--- src/rtl/udxc_pkg.sv ---
package udxc_pkg;

  localparam int DIST_W = 48;
  localparam logic [DIST_W-1:0] DIST_MAX = {DIST_W{1'b1}};

  // configuration register indexes
  localparam logic [1:0] CFG_FRAME_LENGTH  = 2'd0;
  localparam logic [1:0] CFG_MAX_LAG       = 2'd1;
  localparam logic [1:0] CFG_ALPHA         = 2'd2;
  localparam logic [1:0] CFG_TEMPLATE_COLS = 2'd3;

  localparam logic [5:0]  FRAME_LENGTH_RST  = 6'd32;
  localparam logic [4:0]  MAX_LAG_RST       = 5'd31;
  localparam logic [15:0] ALPHA_RST         = 16'd4096;
  localparam logic [6:0]  TEMPLATE_COLS_RST = 7'd64;

  localparam logic KIND_TEMPLATE = 1'b0;
  localparam logic KIND_SIGNAL   = 1'b1;

  // controls broadcast to every correlation cell
  typedef struct packed {
    logic load;   // parallel load of the signal tap
    logic mul;    // multiply tap by template sample, shift taps
    logic acc;    // add registered product into accumulator
    logic clr;    // clear accumulator
    logic drain;  // shift accumulators toward cell 0
  } cell_ctl_t;

  function automatic logic [DIST_W-1:0] sat_add(input logic [DIST_W-1:0] a,
                                                input logic [DIST_W-1:0] b);
    logic [DIST_W:0] s;
    s = {1'b0, a} + {1'b0, b};
    return s[DIST_W] ? DIST_MAX : s[DIST_W-1:0];
  endfunction

endpackage

--- src/rtl/udxc_cell.sv ---
module udxc_cell import udxc_pkg::*; #(
  parameter int SAMPLE_BITS = 16,
  parameter int ACC_W       = 37
) (
  input  logic                          clk,
  input  cell_ctl_t                     ctl,
  input  logic signed [SAMPLE_BITS-1:0] load_val,
  input  logic signed [SAMPLE_BITS-1:0] tap_in,
  output logic signed [SAMPLE_BITS-1:0] tap_out,
  input  logic signed [SAMPLE_BITS-1:0] tmpl,
  input  logic signed [ACC_W-1:0]       acc_in,
  output logic signed [ACC_W-1:0]       acc_out
);

  logic signed [SAMPLE_BITS-1:0]   tap_r;
  logic signed [2*SAMPLE_BITS-1:0] prod_r;
  logic signed [ACC_W-1:0]         acc_r;

  always_ff @(posedge clk) begin
    if (ctl.load) begin
      tap_r <= load_val;
    end else if (ctl.mul) begin
      tap_r <= tap_in;
    end
    if (ctl.mul) begin
      prod_r <= tap_r * tmpl;
    end
    if (ctl.clr) begin
      acc_r <= '0;
    end else if (ctl.acc) begin
      acc_r <= acc_r + ACC_W'(prod_r);
    end else if (ctl.drain) begin
      acc_r <= acc_in;
    end
  end

  assign tap_out = tap_r;
  assign acc_out = acc_r;

endmodule

--- config.mk ---
export PLATFORM = sky130hd
export DESIGN_NAME = udxc_cell
export DESIGN_NICKNAME = d
export VERILOG_FILES = /design/src/rtl/udxc_pkg.sv /design/src/rtl/udxc_cell.sv
export SDC_FILE = /design/constraint.sdc
export NUM_CORES = 1
export LEC_CHECK = 0
export ABC_AREA = 1
export BUFFER_PORTS_ARGS = -buffer_cell sky130_fd_sc_hd__buf_2
export CAP_MARGIN = 30
export CORE_MARGIN = 2
export CORE_UTILIZATION = 27
export CTS_CLUSTER_DIAMETER = 80
export CTS_CLUSTER_SIZE = 16
export DETAILED_ROUTE_END_ITERATION = 6
export PLACE_DENSITY_LB_ADDON = 0.2
export SLEW_MARGIN = 25
export SYNTH_ARGS = -nofsm -noshare
export SYNTH_HDL_FRONTEND = slang
export SYNTH_SLANG_ARGS = --single-unit
--- constraint.sdc ---
create_clock -name clk -period 8 [get_ports clk]
set_input_delay 0 -clock clk [delete_from_list [all_inputs] [get_ports clk]]
set_output_delay 0 -clock clk [all_outputs]
set_load 0.05 [all_outputs]
==> results by group <==
Timing
  • Final TNS setup: 0 ps
  • RSZ-0062 raised after global routing: no
  • Tcrit/Tclk final: 78.3%
  • Fin. Hold Viols: 0
  • Worst Max-Slew Pin Slew: 896 ps
  • Final setup viols: 0
  • Headroom to the max-slew limit: 40.2%
  • Peak Freq: 160 MHz
  • Slew Limit Fails: 0
  • Worst Clk Skew: 13.1 ps
  • Minimum clock period: 6260 ps

Clocking
  • CTS Sinks: 85
  • Post-CTS setup buffer count: 0
  • CTS tree: yes
  • Number of buffers created by CTS: 9
  • H-tree levels: 3
  • Clock transition at path regs: 80 ps
  • Root buf cell: clkbuf_16
  • CTS max path bufs: 2
  • PostCTS Resize Cnt: 0
  • Worst-Skew Late Latency: 380 ps
  • CTS Hold Bufs: 63

Route
  • Vias per inst: 4.43
  • Routed wire length: 51.7 mm
  • Post-route DRC: 0
  • WL/cell: 16.2 um
  • Via count: 14100
  • ANT nets after route: 0
  • Drt first pass iters: 7
  • Iter 0 DRT Violations: 645

Synthesis
  • Post-synth top area cell: fa_1
  • Dominant synthesized flop cell: edfxtp_1
  • Syn Inst Count: 2256
  • Post-Syn Area: 16500 um2
  • Distinct cells, synth: 36
  • Avg Cell Area, Syn: 7.30 um2
  • Most frequent cell after synthesis: nand2_1
  • YS warnings: 0
  • Largest cells by area after synthesis: fa_1 32%, nand2_1 16%, inv_1 13%, ha_1 9.0%, edfxtp_1 8.8%
  • Sequential share of the synthesized area: 13.3%
  • Ys async rst share: 0%
  • Area share of the largest cell type after synthesis: 32.0%
  • Number of synthesized flops with an enable pin: 48
  • Yosys reg bits: 85
  • Syn nets: 2728
  • Most common library cells after synthesis: 716 x nand2_1, 555 x inv_1, 263 x fa_1

Place
  • PortBufs: 143
  • Placed cell area: 17900 um2
  • Placed Instances: 3105
  • Routability cong.: 0.892
  • Detail Placement HPWL: 43.7 mm

Setup path
  • CP Class: reg2reg
  • Reg2Reg Launch Point: tap_out[15]
  • Crit. End Element: flop
  • CP Cell Sequence: nand2_1, inv_1, fa_1, fa_1, fa_1, fa_1, fa_1, fa_1, ha_1, a21oi_1, o21ai_0, a21oi_1, nand3_1, a21o_1, nand2_1, nand2_1, nand2_1, nand2_1
  • Slowest stage cell on the critical path: fa_1
  • Crit path largest cell delay: 820 ps
  • Critical Path AT: 6400 ps
  • Critical path required time: 8130 ps
  • CP max FO: 17
  • Buf/Inv on CP: 1
  • Crit-path leading delay family: adder cells
  • Setup crit start: tap_out[15]
  • Most frequent CP cell: fa_1
  • Crit start category: flop

Layout
  • Number of diodes: 0
  • Design area: 18800 um2
  • Final core utilization: 31.2%
  • # nets final: 2869
  • Area Overhead vs Synth: 14.2%
  • Finished Layout Cells: 3184
  • Layout cells sized above 1: 9.37%

Floorplanning
  • Placeable Area: 60400 um2
  • Row count: 90
  • Die H: 251 um
  • Die W: 251 um
  • Initial Util: 27.3%
  • Full die area: 63000 um2
  • I/O pin count: 144

Min path
  • Hold_sp: acc_in[15]
  • HP Class: in2reg

Flow run
  • Max-cap violations: 0

Global routing
  • Initial antenna violation count: 0
  • First-pass GRT wire length: 82.1 mm
  • Tot GR Track Use: 16.7%
  • Grt ovf: 0
  • Largest net degree at the start of global routing: 36
  • Vias in the first global route: 15000

Run status
  • Outcome: finished clean
[layout by cell type (no fill, tap or decap), drive strengths merged, types with 6 or more instances in the layout]
master and instances:
nor2 108, a21o 6, a21oi 91, nor3 8, buf 146, xnor2 17
clkbuf 9, nand3 77, ha 118, fa 263, o21bai 8, dlygate4sd3 63
edfxtp 48, xor2 29, a31o 6, nand4 17, dfxtp 37, inv 568
nand2 728, o21ai 32
[layout make-up]
| cell class | instances | area (um2) |
|---|---|---|
| clock buffers | 9 | 225 |
| clock inverters | 7 | 55.1 |
| fillers | 6589 | 41600 |
| inverters | 564 | 2120 |
| multi-input cells | 1528 | 11900 |
| flip-flops and latches | 85 | 2180 |
| well taps | 782 | 978 |
| repair buffers | 209 | 1380 |
[per-stage QoR]
stage	hold WS (ps)	setup slack [ps]
after global routing	56.7	1360
final	39.3	1740
after detailed placement	274	1700
after global placement	267	1760
after CTS	20.0	1690
after floorplan	112	2010
[routing by layer]
| layer | GRT usage [%] | share of wire [%] |
|---|---|---|
| met1 | 21.5 | 46 |
| met2 | 29.8 | 48 |
| met4 | 3.52 | 1.7 |
| met3 | 2.42 | 4.4 |
| met5 | 0 | 0 |
[logic make-up (layout without fill, tap and decap cells)]
kind of cell / after synthesis / count (layout) / share of synthesized area [%]
simple gates: 947 / 947 / 23.3
buf+inv: 643 / 789 / 14.7
fa+ha+maj: 381 / 381 / 40.9
compound gates: 154 / 154 / 5.43
flops: 85 / 85 / 13.3
xor+xnor: 46 / 46 / 2.45
[worst register-to-register path, stage by stage, from the launching register on]
cell	delay [ps]
edfxtp_1	760
nand2_1	200
inv_1	170
fa_1	550
fa_1	820
fa_1	510
fa_1	580
fa_1	430
fa_1	440
ha_1	350
a21oi_1	230
o21ai_0	130
a21oi_1	200
nand3_1	200
a21o_1	230
nand2_1	80
nand2_1	50
nand2_1	50
nand2_1	50
[path summary, 6_finish.rpt]
path	to	slack [ps]	cells after the start
worst min register to register	acc_out[10]	490	2
worst max-delay path	prod_r[29]	1740	18
worst max register to register	prod_r[29]	1740	18
worst min-delay path	acc_out[15]	40	4
[registers in the layout (all words and copies together), names as in the netlist]
| name | count |
|---|---|
| tap_out | 16 |
| acc_out | 37 |
| prod_r | 32 |
Power is left out: the tool's default activity adds up to more than one toggle a clock period on the data nets, which glitch-free logic cannot reach.
