===== src/rtl/udxc_pkg.sv =====
package udxc_pkg;

  localparam int DIST_W = 48;
  localparam logic [DIST_W-1:0] DIST_MAX = {DIST_W{1'b1}};

  // configuration register indexes
  localparam logic [1:0] CFG_FRAME_LENGTH  = 2'd0;
  localparam logic [1:0] CFG_MAX_LAG       = 2'd1;
  localparam logic [1:0] CFG_ALPHA         = 2'd2;
  localparam logic [1:0] CFG_TEMPLATE_COLS = 2'd3;

  localparam logic [5:0]  FRAME_LENGTH_RST  = 6'd32;
  localparam logic [4:0]  MAX_LAG_RST       = 5'd31;
  localparam logic [15:0] ALPHA_RST         = 16'd4096;
  localparam logic [6:0]  TEMPLATE_COLS_RST = 7'd64;

  localparam logic KIND_TEMPLATE = 1'b0;
  localparam logic KIND_SIGNAL   = 1'b1;

  // controls broadcast to every correlation cell
  typedef struct packed {
    logic load;   // parallel load of the signal tap
    logic mul;    // multiply tap by template sample, shift taps
    logic acc;    // add registered product into accumulator
    logic clr;    // clear accumulator
    logic drain;  // shift accumulators toward cell 0
  } cell_ctl_t;

  function automatic logic [DIST_W-1:0] sat_add(input logic [DIST_W-1:0] a,
                                                input logic [DIST_W-1:0] b);
    logic [DIST_W:0] s;
    s = {1'b0, a} + {1'b0, b};
    return s[DIST_W] ? DIST_MAX : s[DIST_W-1:0];
  endfunction

endpackage


===== src/rtl/udxc_div.sv =====
module udxc_div import udxc_pkg::*; #(
  parameter int ACC_W = 37
) (
  input  logic               clk,
  input  logic               rst_n,
  input  logic               start,
  input  logic [ACC_W-2:0]   divisor,
  output logic               done,
  output logic [DIST_W:0]    quotient
);

  // restoring division of 2^DIST_W by a positive divisor, one bit a cycle
  localparam int CNT_W = $clog2(DIST_W + 1);

  logic               busy_r;
  logic               done_r;
  logic [CNT_W-1:0]   cnt_r;
  logic [ACC_W-1:0]   rem_r;
  logic [DIST_W:0]    q_r;
  logic [ACC_W-2:0]   div_r;
  logic [ACC_W-1:0]   rem_sh;
  logic               fits;

  always_comb begin
    rem_sh = {rem_r[ACC_W-2:0], (cnt_r == CNT_W'(DIST_W))};
    fits   = rem_sh >= {1'b0, div_r};
  end

  always_ff @(posedge clk) begin
    if (!rst_n) begin
      busy_r <= 1'b0;
      done_r <= 1'b0;
    end else begin
      done_r <= 1'b0;
      if (start) begin
        busy_r <= 1'b1;
      end else if (busy_r && cnt_r == '0) begin
        busy_r <= 1'b0;
        done_r <= 1'b1;
      end
    end
  end

  always_ff @(posedge clk) begin
    if (start) begin
      cnt_r <= CNT_W'(DIST_W);
      rem_r <= '0;
      q_r   <= '0;
      div_r <= divisor;
    end else if (busy_r) begin
      cnt_r <= cnt_r - 1'b1;
      rem_r <= fits ? rem_sh - {1'b0, div_r} : rem_sh;
      q_r   <= {q_r[DIST_W-1:0], fits};
    end
  end

  assign done     = done_r;
  assign quotient = q_r;

endmodule


===== config.mk =====
export PLATFORM = sky130hd
export DESIGN_NAME = udxc_div
export DESIGN_NICKNAME = d
export VERILOG_FILES = /design/src/rtl/udxc_pkg.sv /design/src/rtl/udxc_div.sv
export SDC_FILE = /design/constraint.sdc
export NUM_CORES = 1
export LEC_CHECK = 0
export BUFFER_PORTS_ARGS = -buffer_cell sky130_fd_sc_hd__buf_4
export CAP_MARGIN = 20
export CORE_MARGIN = 5
export CORE_UTILIZATION = 55
export CTS_CLUSTER_DIAMETER = 40
export DETAILED_ROUTE_END_ITERATION = 12
export GPL_TIMING_DRIVEN = 0
export HOLD_SLACK_MARGIN = 0.06
export PLACE_DENSITY_LB_ADDON = 0.12
export RECOVER_POWER = 50
export REMOVE_ABC_BUFFERS = 1
export SYNTH_ARGS = -nofsm -noshare
export SYNTH_HDL_FRONTEND = slang
export SYNTH_SLANG_ARGS = --single-unit

===== constraint.sdc =====
create_clock -name clk -period 3.77 [get_ports clk]
set_input_delay 0.377 -clock clk [delete_from_list [all_inputs] [get_ports clk]]
set_output_delay 0.377 -clock clk [all_outputs]
set_load 0.01 [all_outputs]

==> flow_metrics.py, run 1 <==
metrics = {
    "outcome": {
        "status": "complete, but fails checks",
        "violations": "capacitance limit, slew limit",
    },
    "final_layout": {
        "stdcell_count": 1049,
        "fin_util_pct": 66.8,
        "layout-drive-gt1-share_pct": 14.9,
        "areaGrowthSynthToFinish_pct": 18.5,
        "finalInstanceArea_um2": 8460,
        "nets": 942,
        "diodes": 0,
    },
    "hold_path": {
        "min_from": "divisor[26]",
        "holdPathEnd": "div_r[26]$_DFFE_PP_",
        "whs_path_depth": 1,
        "hold_class": "in -> reg",
    },
    "sta": {
        "final-setup-viol-count": 0,
        "slew_headroom_pct": -62.3,
        "skew_ns": 0.0170,
        "rsz0062_at_grt": "false",
        "hold_viol": 0,
        "fmaxAchievable_ghz": 0.288,
        "finalMaxSlewViolations": 54,
        "period_minus_slack_ns": 3.47,
        "min_period_over_period_pct": 91.9,
        "max_slew.worst_pin.slew_ns": 2.43,
    },
    "floorplanning": {
        "io_pins": 89,
        "rows": 41,
        "coreArea_um2": 12700,
        "die_area_um2": 15400,
        "initial_core_util_pct": 56.4,
        "die_w_um": 124,
        "die_h_um": 124,
    },
    "worst_setup_path": {
        "crit_path_end_kind": "flip-flop",
        "crit_path_top_delay_cell": "fa_1",
        "r2r-end": "rem_r[34]$_SDFFE_PP0P_",
        "worstReg2RegStart": "cnt_r[0]$_SDFFE_PP0P_",
        "reg2reg_setup_slack_ns": 0.30,
        "crit_required_ns": 4.11,
        "setup.worst_path.class": "reg -> reg",
        "worstPathCellList": "inv_1, ha_1, nand4_1, ha_1, fa_1, and2b_1, o2111ai_1, a21oi_2, o2111ai_1, a21oi_1, o21ai_0, mux2_2, a311oi_1",
        "r2r.worst_path.cells": 13,
        "start_kind": "flip-flop",
        "cp_data_arrival_time_ns": 3.81,
        "cpPeakStageDelay_ns": 0.40,
        "critPathBufInv": 1,
        "crit_family": "compound AO/OA/AOI/OAI gates",
        "critPathMaxFanout": 4,
    },
    "clock_network": {
        "htreeDepth": 4,
        "clock_sink_count": 129,
        "clk_path_buf_depth": 2,
        "clk_latency_ns": 0.43,
        "cts_buffers": 17,
        "cts_root_buf": "clkbuf_16",
        "cts_hold_buffers": 0,
        "cts_tree": "built",
        "cts.clk_slew.worst_paths_ns": 0.06,
    },
    "route": {
        "wl_per_cell_um": 15.3,
        "wirelength_mm": 16.1,
        "firstDrtPassIters": 5,
        "vias": 5945,
        "vias_per_cell": 5.67,
        "drtIter0Drc": 340,
        "drc": 0,
        "antenna_left": 0,
    },
    "global_route": {
        "grt_start_max_net_pins": 77,
        "grt_first_pass_wirelength_mm": 26.5,
        "overflow": 0,
        "grt_pass1_vias": 5652,
        "antenna_found_initial": 0,
        "grt_usage_pct": 21.6,
    },
    "synth": {
        "synth_area_um2": 7140,
        "synth-edff-count": 36,
        "synth_cell_type_count": 66,
        "yosysTopAreaCell": "dfxtp_1",
        "ys.flop_type": "dfxtp_1",
        "synthCells": 796,
        "ys_ff_latch": 129,
        "synthArstFlopShare_pct": 0,
        "ys_warn_count": 0,
        "synthTopCellsByArea": "dfxtp_1 26%, edfxtp_1 15%, mux2i_1 7.3%",
        "ys_seq_area_share_pct": 41.2,
        "syn_avg_cell_area_um2": 8.97,
        "synth_top_area_share_pct": 26.1,
    },
    "pwr": {
        "p_leak_uw": 0.00357,
        "ir_worst_vdd_v": 0.000350,
        "p_per_area_nw_per_um2": 489,
    },
    "placed_design": {
        "place_area_um2": 7880,
        "io_buffer_count": 88,
        "gp_congestion": 0.917,
        "post-dp-hpwl_mm": 11.2,
        "dpl.cell_count": 1017,
    },
    "run": {
        "drv_cap": 1,
    },
}
## cell families after synthesis
group | Yosys count | share of synthesized area (%)
AND/OR/NAND/NOR | 285 | 17.8
AO/OA/AOI/OAI | 174 | 18.1
flip-flops | 129 | 41.2
buffers and inverters | 90 | 5.36
multiplexers | 54 | 7.60
adder cells (fa/ha/maj) | 39 | 6.94
XOR/XNOR | 25 | 3.07
## layer usage
metal / part of all wire, % / GRT usage [%]
met1: 46 / 28.0
met2: 45 / 33.9
met3: 7.3 / 6.99
met4: 1.5 / 7.67
met5: 0 / 0
## power breakdown
part           leakage, uW  switching [uW]  internal (uW)
Clock             0.000307             654           1090
Sequential         0.00111            57.3           1500
Combinational      0.00215             498            340
Total              0.00357            1210           2930
## area by class of cell
cell class / count / area, um2
clock buffer: 19 / 453
clock inverter: 13 / 173
tap: 172 / 215
inverter: 49 / 184
fill: 1051 / 4210
timing repair buffer: 90 / 667
multi-input combinational: 577 / 3830
sequential: 129 / 2950
## synth_stat cells (all sizes together) (3+ instances only)
| master | instances |
|---|---|
| nor2 | 114 |
| dfxtp | 93 |
| nand2 | 88 |
| mux2i | 52 |
| inv | 49 |
| a21oi | 41 |
| ha | 38 |
| edfxtp | 36 |
| a311oi | 28 |
| o21ai | 27 |
| nand3 | 25 |
| clkbuf | 22 |
| buf | 19 |
| xnor2 | 16 |
| a21o | 13 |
| a211oi | 12 |
| nor3 | 11 |
| nand4 | 10 |
| xor2 | 9 |
| o21bai | 7 |
| a32oi | 6 |
| o21a | 6 |
| or3 | 6 |
| nor2b | 5 |
| nand2b | 4 |
| o2111ai | 4 |
| o211ai | 4 |
| o31a | 4 |
| o31ai | 4 |
| a211o | 3 |
| a31oi | 3 |
| and2 | 3 |
| nand3b | 3 |
| nor3b | 3 |
| nor4 | 3 |
## registers in the layout, summed over array words and instances (netlist names)
| register | flops |
|---|---|
| quotient | 49 |
| busy_r | 1 |
| cnt_r | 6 |
| done | 1 |
| div_r | 36 |
| rem_r | 36 |
## cell usage in the layout, fill, tap and decap left out, drive strengths merged, types with 27 or more instances in the layout
master	netlist	final
o21ai	27	27
clkbuf	22	68
mux2i	52	52
nor2	114	114
buf	19	41
dfxtp	93	93
edfxtp	36	36
ha	38	38
a311oi	28	28
inv	49	55
a21oi	41	41
nand2	88	88
## metrics by stage
step	setup TNS, ns	hold slack [ns]	total power (uW)	worst slack, ns
floorplan	-1.33	0.444	2210	-0.181
global placement	-60.43	0.462	2400	-1.83
detailed placement	0	0.487	2410	0.146
CTS	0	0.100	4170	0.113
global route	0	0.123	4330	0.0771
finish	0	0.135	4140	0.304
## worst max-delay path by stage
stage | startpoint | endpoint | slack [ns] | cells after the start
after floorplan | busy_r$_SDFFE_PN0P_ | rem_r[21]$_SDFFE_PP0P_ | -0.18 | 3
after global placement | busy_r$_SDFFE_PN0P_ | rem_r[32]$_SDFFE_PP0P_ | -1.83 | 3
after detailed placement | cnt_r[1]$_SDFFE_PP0P_ | rem_r[21]$_SDFFE_PP0P_ | 0.15 | 12
after CTS | cnt_r[1]$_SDFFE_PP0P_ | rem_r[21]$_SDFFE_PP0P_ | 0.11 | 12
after global routing | cnt_r[0]$_SDFFE_PP0P_ | rem_r[34]$_SDFFE_PP0P_ | 0.08 | 13
final | cnt_r[0]$_SDFFE_PP0P_ | rem_r[34]$_SDFFE_PP0P_ | 0.30 | 13
## repair_timing
action                     in CTS  in global routing
resized for setup               0                  3
buffers inserted                0                  0
setup endpoints to repair       0                  8
Note: power is estimated with default switching activity, not from simulation.
==> run 2: changes to the inputs <==
--- a/config.mk
+++ b/config.mk
@@ -6,16 +6,15 @@
 export NUM_CORES = 1
 export LEC_CHECK = 0
 export BUFFER_PORTS_ARGS = -buffer_cell sky130_fd_sc_hd__buf_4
-export CAP_MARGIN = 20
+export CAP_MARGIN = 10
 export CORE_MARGIN = 5
 export CORE_UTILIZATION = 55
 export CTS_CLUSTER_DIAMETER = 40
 export DETAILED_ROUTE_END_ITERATION = 12
 export GPL_TIMING_DRIVEN = 0
 export HOLD_SLACK_MARGIN = 0.06
-export PLACE_DENSITY_LB_ADDON = 0.12
+export PLACE_DENSITY_LB_ADDON = 0.08
 export RECOVER_POWER = 50
-export REMOVE_ABC_BUFFERS = 1
 export SYNTH_ARGS = -nofsm -noshare
 export SYNTH_HDL_FRONTEND = slang
 export SYNTH_SLANG_ARGS = --single-unit
==> flow_metrics.py, run 2 (synthesis gave the netlist of run 1 again) <==
metrics = {
    "outcome": {
        "status": "complete, but fails checks",
        "violations": "capacitance limit, slew limit",
    },
    "final_layout": {
        "areaGrowthSynthToFinish_pct": 18.5,
        "finalInstanceArea_um2": 8460,
        "largest_reg_flops": 49,
        "stdcell_count": 1088,
        "nets": 981,
        "mostFrequentLayoutCell": "nor2_1",
        "layout_common_cells": "113 x nor2_1, 93 x dfxtp_1, 88 x nand2_1",
        "layout-drive-gt1-share_pct": 12.8,
        "diodes": 0,
    },
    "placed_design": {
        "io_buffer_count": 88,
        "dpl.cell_count": 1056,
        "gp_congestion": 0.961,
        "post-dp-hpwl_mm": 13.0,
        "place_area_um2": 8020,
    },
    "global_route": {
        "overflow": 0,
        "grt_usage_pct": 23.9,
        "grt_pass1_vias": 5963,
        "grt_first_pass_wirelength_mm": 28.7,
        "grt_start_max_net_pins": 38,
        "antenna_found_initial": 0,
    },
    "worst_setup_path": {
        "crit_path_top_delay_cell": "a211oi_1",
        "crit_family": "compound AO/OA/AOI/OAI gates",
        "worstReg2RegStart": "cnt_r[0]$_SDFFE_PP0P_",
        "cp_data_arrival_time_ns": 3.78,
        "critPathMaxFanout": 4,
        "cpPeakStageDelay_ns": 0.44,
        "crit_start": "cnt_r[0]$_SDFFE_PP0P_",
        "start_kind": "flip-flop",
        "worstPathCellList": "inv_1, ha_1, nand4_1, ha_1, fa_1, and2b_1, o2111ai_1, a21oi_2, o2111ai_1, a211oi_1, or4_1, nand3_1, a311oi_1",
        "crit_required_ns": 4.10,
        "critPathBufInv": 1,
        "crit_path_end_kind": "flip-flop",
        "setup.worst_path.class": "reg -> reg",
    },
    "route": {
        "firstDrtPassIters": 6,
        "wl_per_cell_um": 16.6,
        "vias_per_cell": 5.77,
        "vias": 6278,
        "drtIter0Drc": 521,
        "antenna_left": 0,
        "drc": 0,
        "wirelength_mm": 18.1,
    },
    "clock_network": {
        "htreeDepth": 4,
        "postCtsSetupRepairBufs": 0,
        "cts_tree": "built",
        "cts.clk_slew.worst_paths_ns": 0.06,
        "cts_root_buf": "clkbuf_16",
        "clock_sink_count": 129,
        "clk_path_buf_depth": 2,
        "cts_buffers": 17,
        "clk_latency_ns": 0.42,
    },
    "pwr": {
        "p_per_area_nw_per_um2": 477,
        "p_leak_uw": 0.00352,
        "seqPwrFrac_pct": 38.5,
        "ir_worst_vdd_v": 0.000314,
        "p_clk_share_pct": 39.0,
        "p_int_uw": 2810,
        "switchingPower_uw": 1230,
        "p_sw_share_pct": 30.4,
        "combinationalPowerShare_pct": 22.5,
    },
    "floorplanning": {
        "initial_core_util_pct": 56.4,
        "rows": 41,
        "coreArea_um2": 12700,
        "io_pins": 89,
        "die_area_um2": 15400,
        "die_w_um": 124,
        "die_h_um": 124,
    },
    "sta": {
        "finalMaxSlewViolations": 38,
        "hold_viol": 0,
        "rsz0062_at_grt": "false",
        "max_slew.worst_pin.slew_ns": 2.21,
        "slew_headroom_pct": -47.4,
        "whs_ns": 0.152,
        "skew_ns": 0.0112,
        "final-setup-viol-count": 0,
        "fin_setup_tns_ns": 0,
        "period_minus_slack_ns": 3.45,
        "fmaxAchievable_ghz": 0.290,
        "min_period_over_period_pct": 91.4,
    },
    "hold_path": {
        "hold_class": "in -> reg",
        "min_from": "divisor[9]",
    },
    "synth": {
        "syn_nets": 874,
    },
    "run": {
        "drv_cap": 1,
    },
}
run 2: changes by cell type in the layout (fill, tap and decap cells not counted), sizes merged:
cell      delta
buf          -6
bufinv       -3
inv          -2
clkinv       +2
clkbuf      +49
clkinvlp     -1
run 2: routing by layer:
| metal | track usage [%] | share of wire [%] | vias up |
|---|---|---|---|
| li1 | - | - | 3061 |
| met1 | 30.5 | 44 | 2976 |
| met2 | 39.6 | 48 | 203 |
| met3 | 5.22 | 5.9 | 38 |
| met4 | 8.97 | 2.6 | 0 |
| met5 | 0 | 0 | - |
run 2: area by class of cell:
class	instances	area, um2
flip-flops and latches	129	2940
clock buffers	23	500
well taps	172	215
plain buffers	41	199
clock inverters	9	70.1
repair buffers	88	526
fillers	1092	4210
inverters	49	184
multi-input cells	577	3820
run 2: power groups by stage:
stage | Sequential [uW] | Clock [uW] | Combinational, uW
after floorplan | 1570 | 0 | 670
after global placement | 1580 | 0 | 866
after detailed placement | 1580 | 0 | 886
after CTS | 1550 | 1590 | 896
after global routing | 1560 | 1660 | 997
final | 1550 | 1570 | 909
run 2: worst paths after layout:
path                                                to  slack (ns)  cells past startpoint
worst max-delay path            rem_r[30]$_SDFFE_PP0P_        0.32                     13
worst min-delay path                div_r[9]$_DFFE_PP_        0.15                      1
worst max register to register  rem_r[30]$_SDFFE_PP0P_        0.32                     13
worst min register to register   cnt_r[0]$_SDFFE_PP0P_        0.49                      2
run 2: metrics by stage:
step	utilization, %	power, uW	setup WS, ns
after floorplan	-	2240	0.850
after global placement	63.3	2440	0.403
after detailed placement	63.3	2470	0.316
after CTS	67.8	4040	0.281
after global routing	66.8	4220	0.0750
final	66.8	4040	0.324
run 2: worst reg2reg max path: cells and delay by family (launching register included):
kind | cells | cell delay [ns]
AO/OA/AOI/OAI | 5 | 1.46
adder cells (fa/ha/maj) | 3 | 0.84
AND/OR/NAND/NOR | 4 | 0.67
flip-flops | 1 | 0.31
buffers and inverters | 1 | 0.09
run 2: what timing repair did:
action	in CTS	in global routing
hold buffers	0	0
endpoints found under the setup margin	0	3
gates resized for setup	0	2
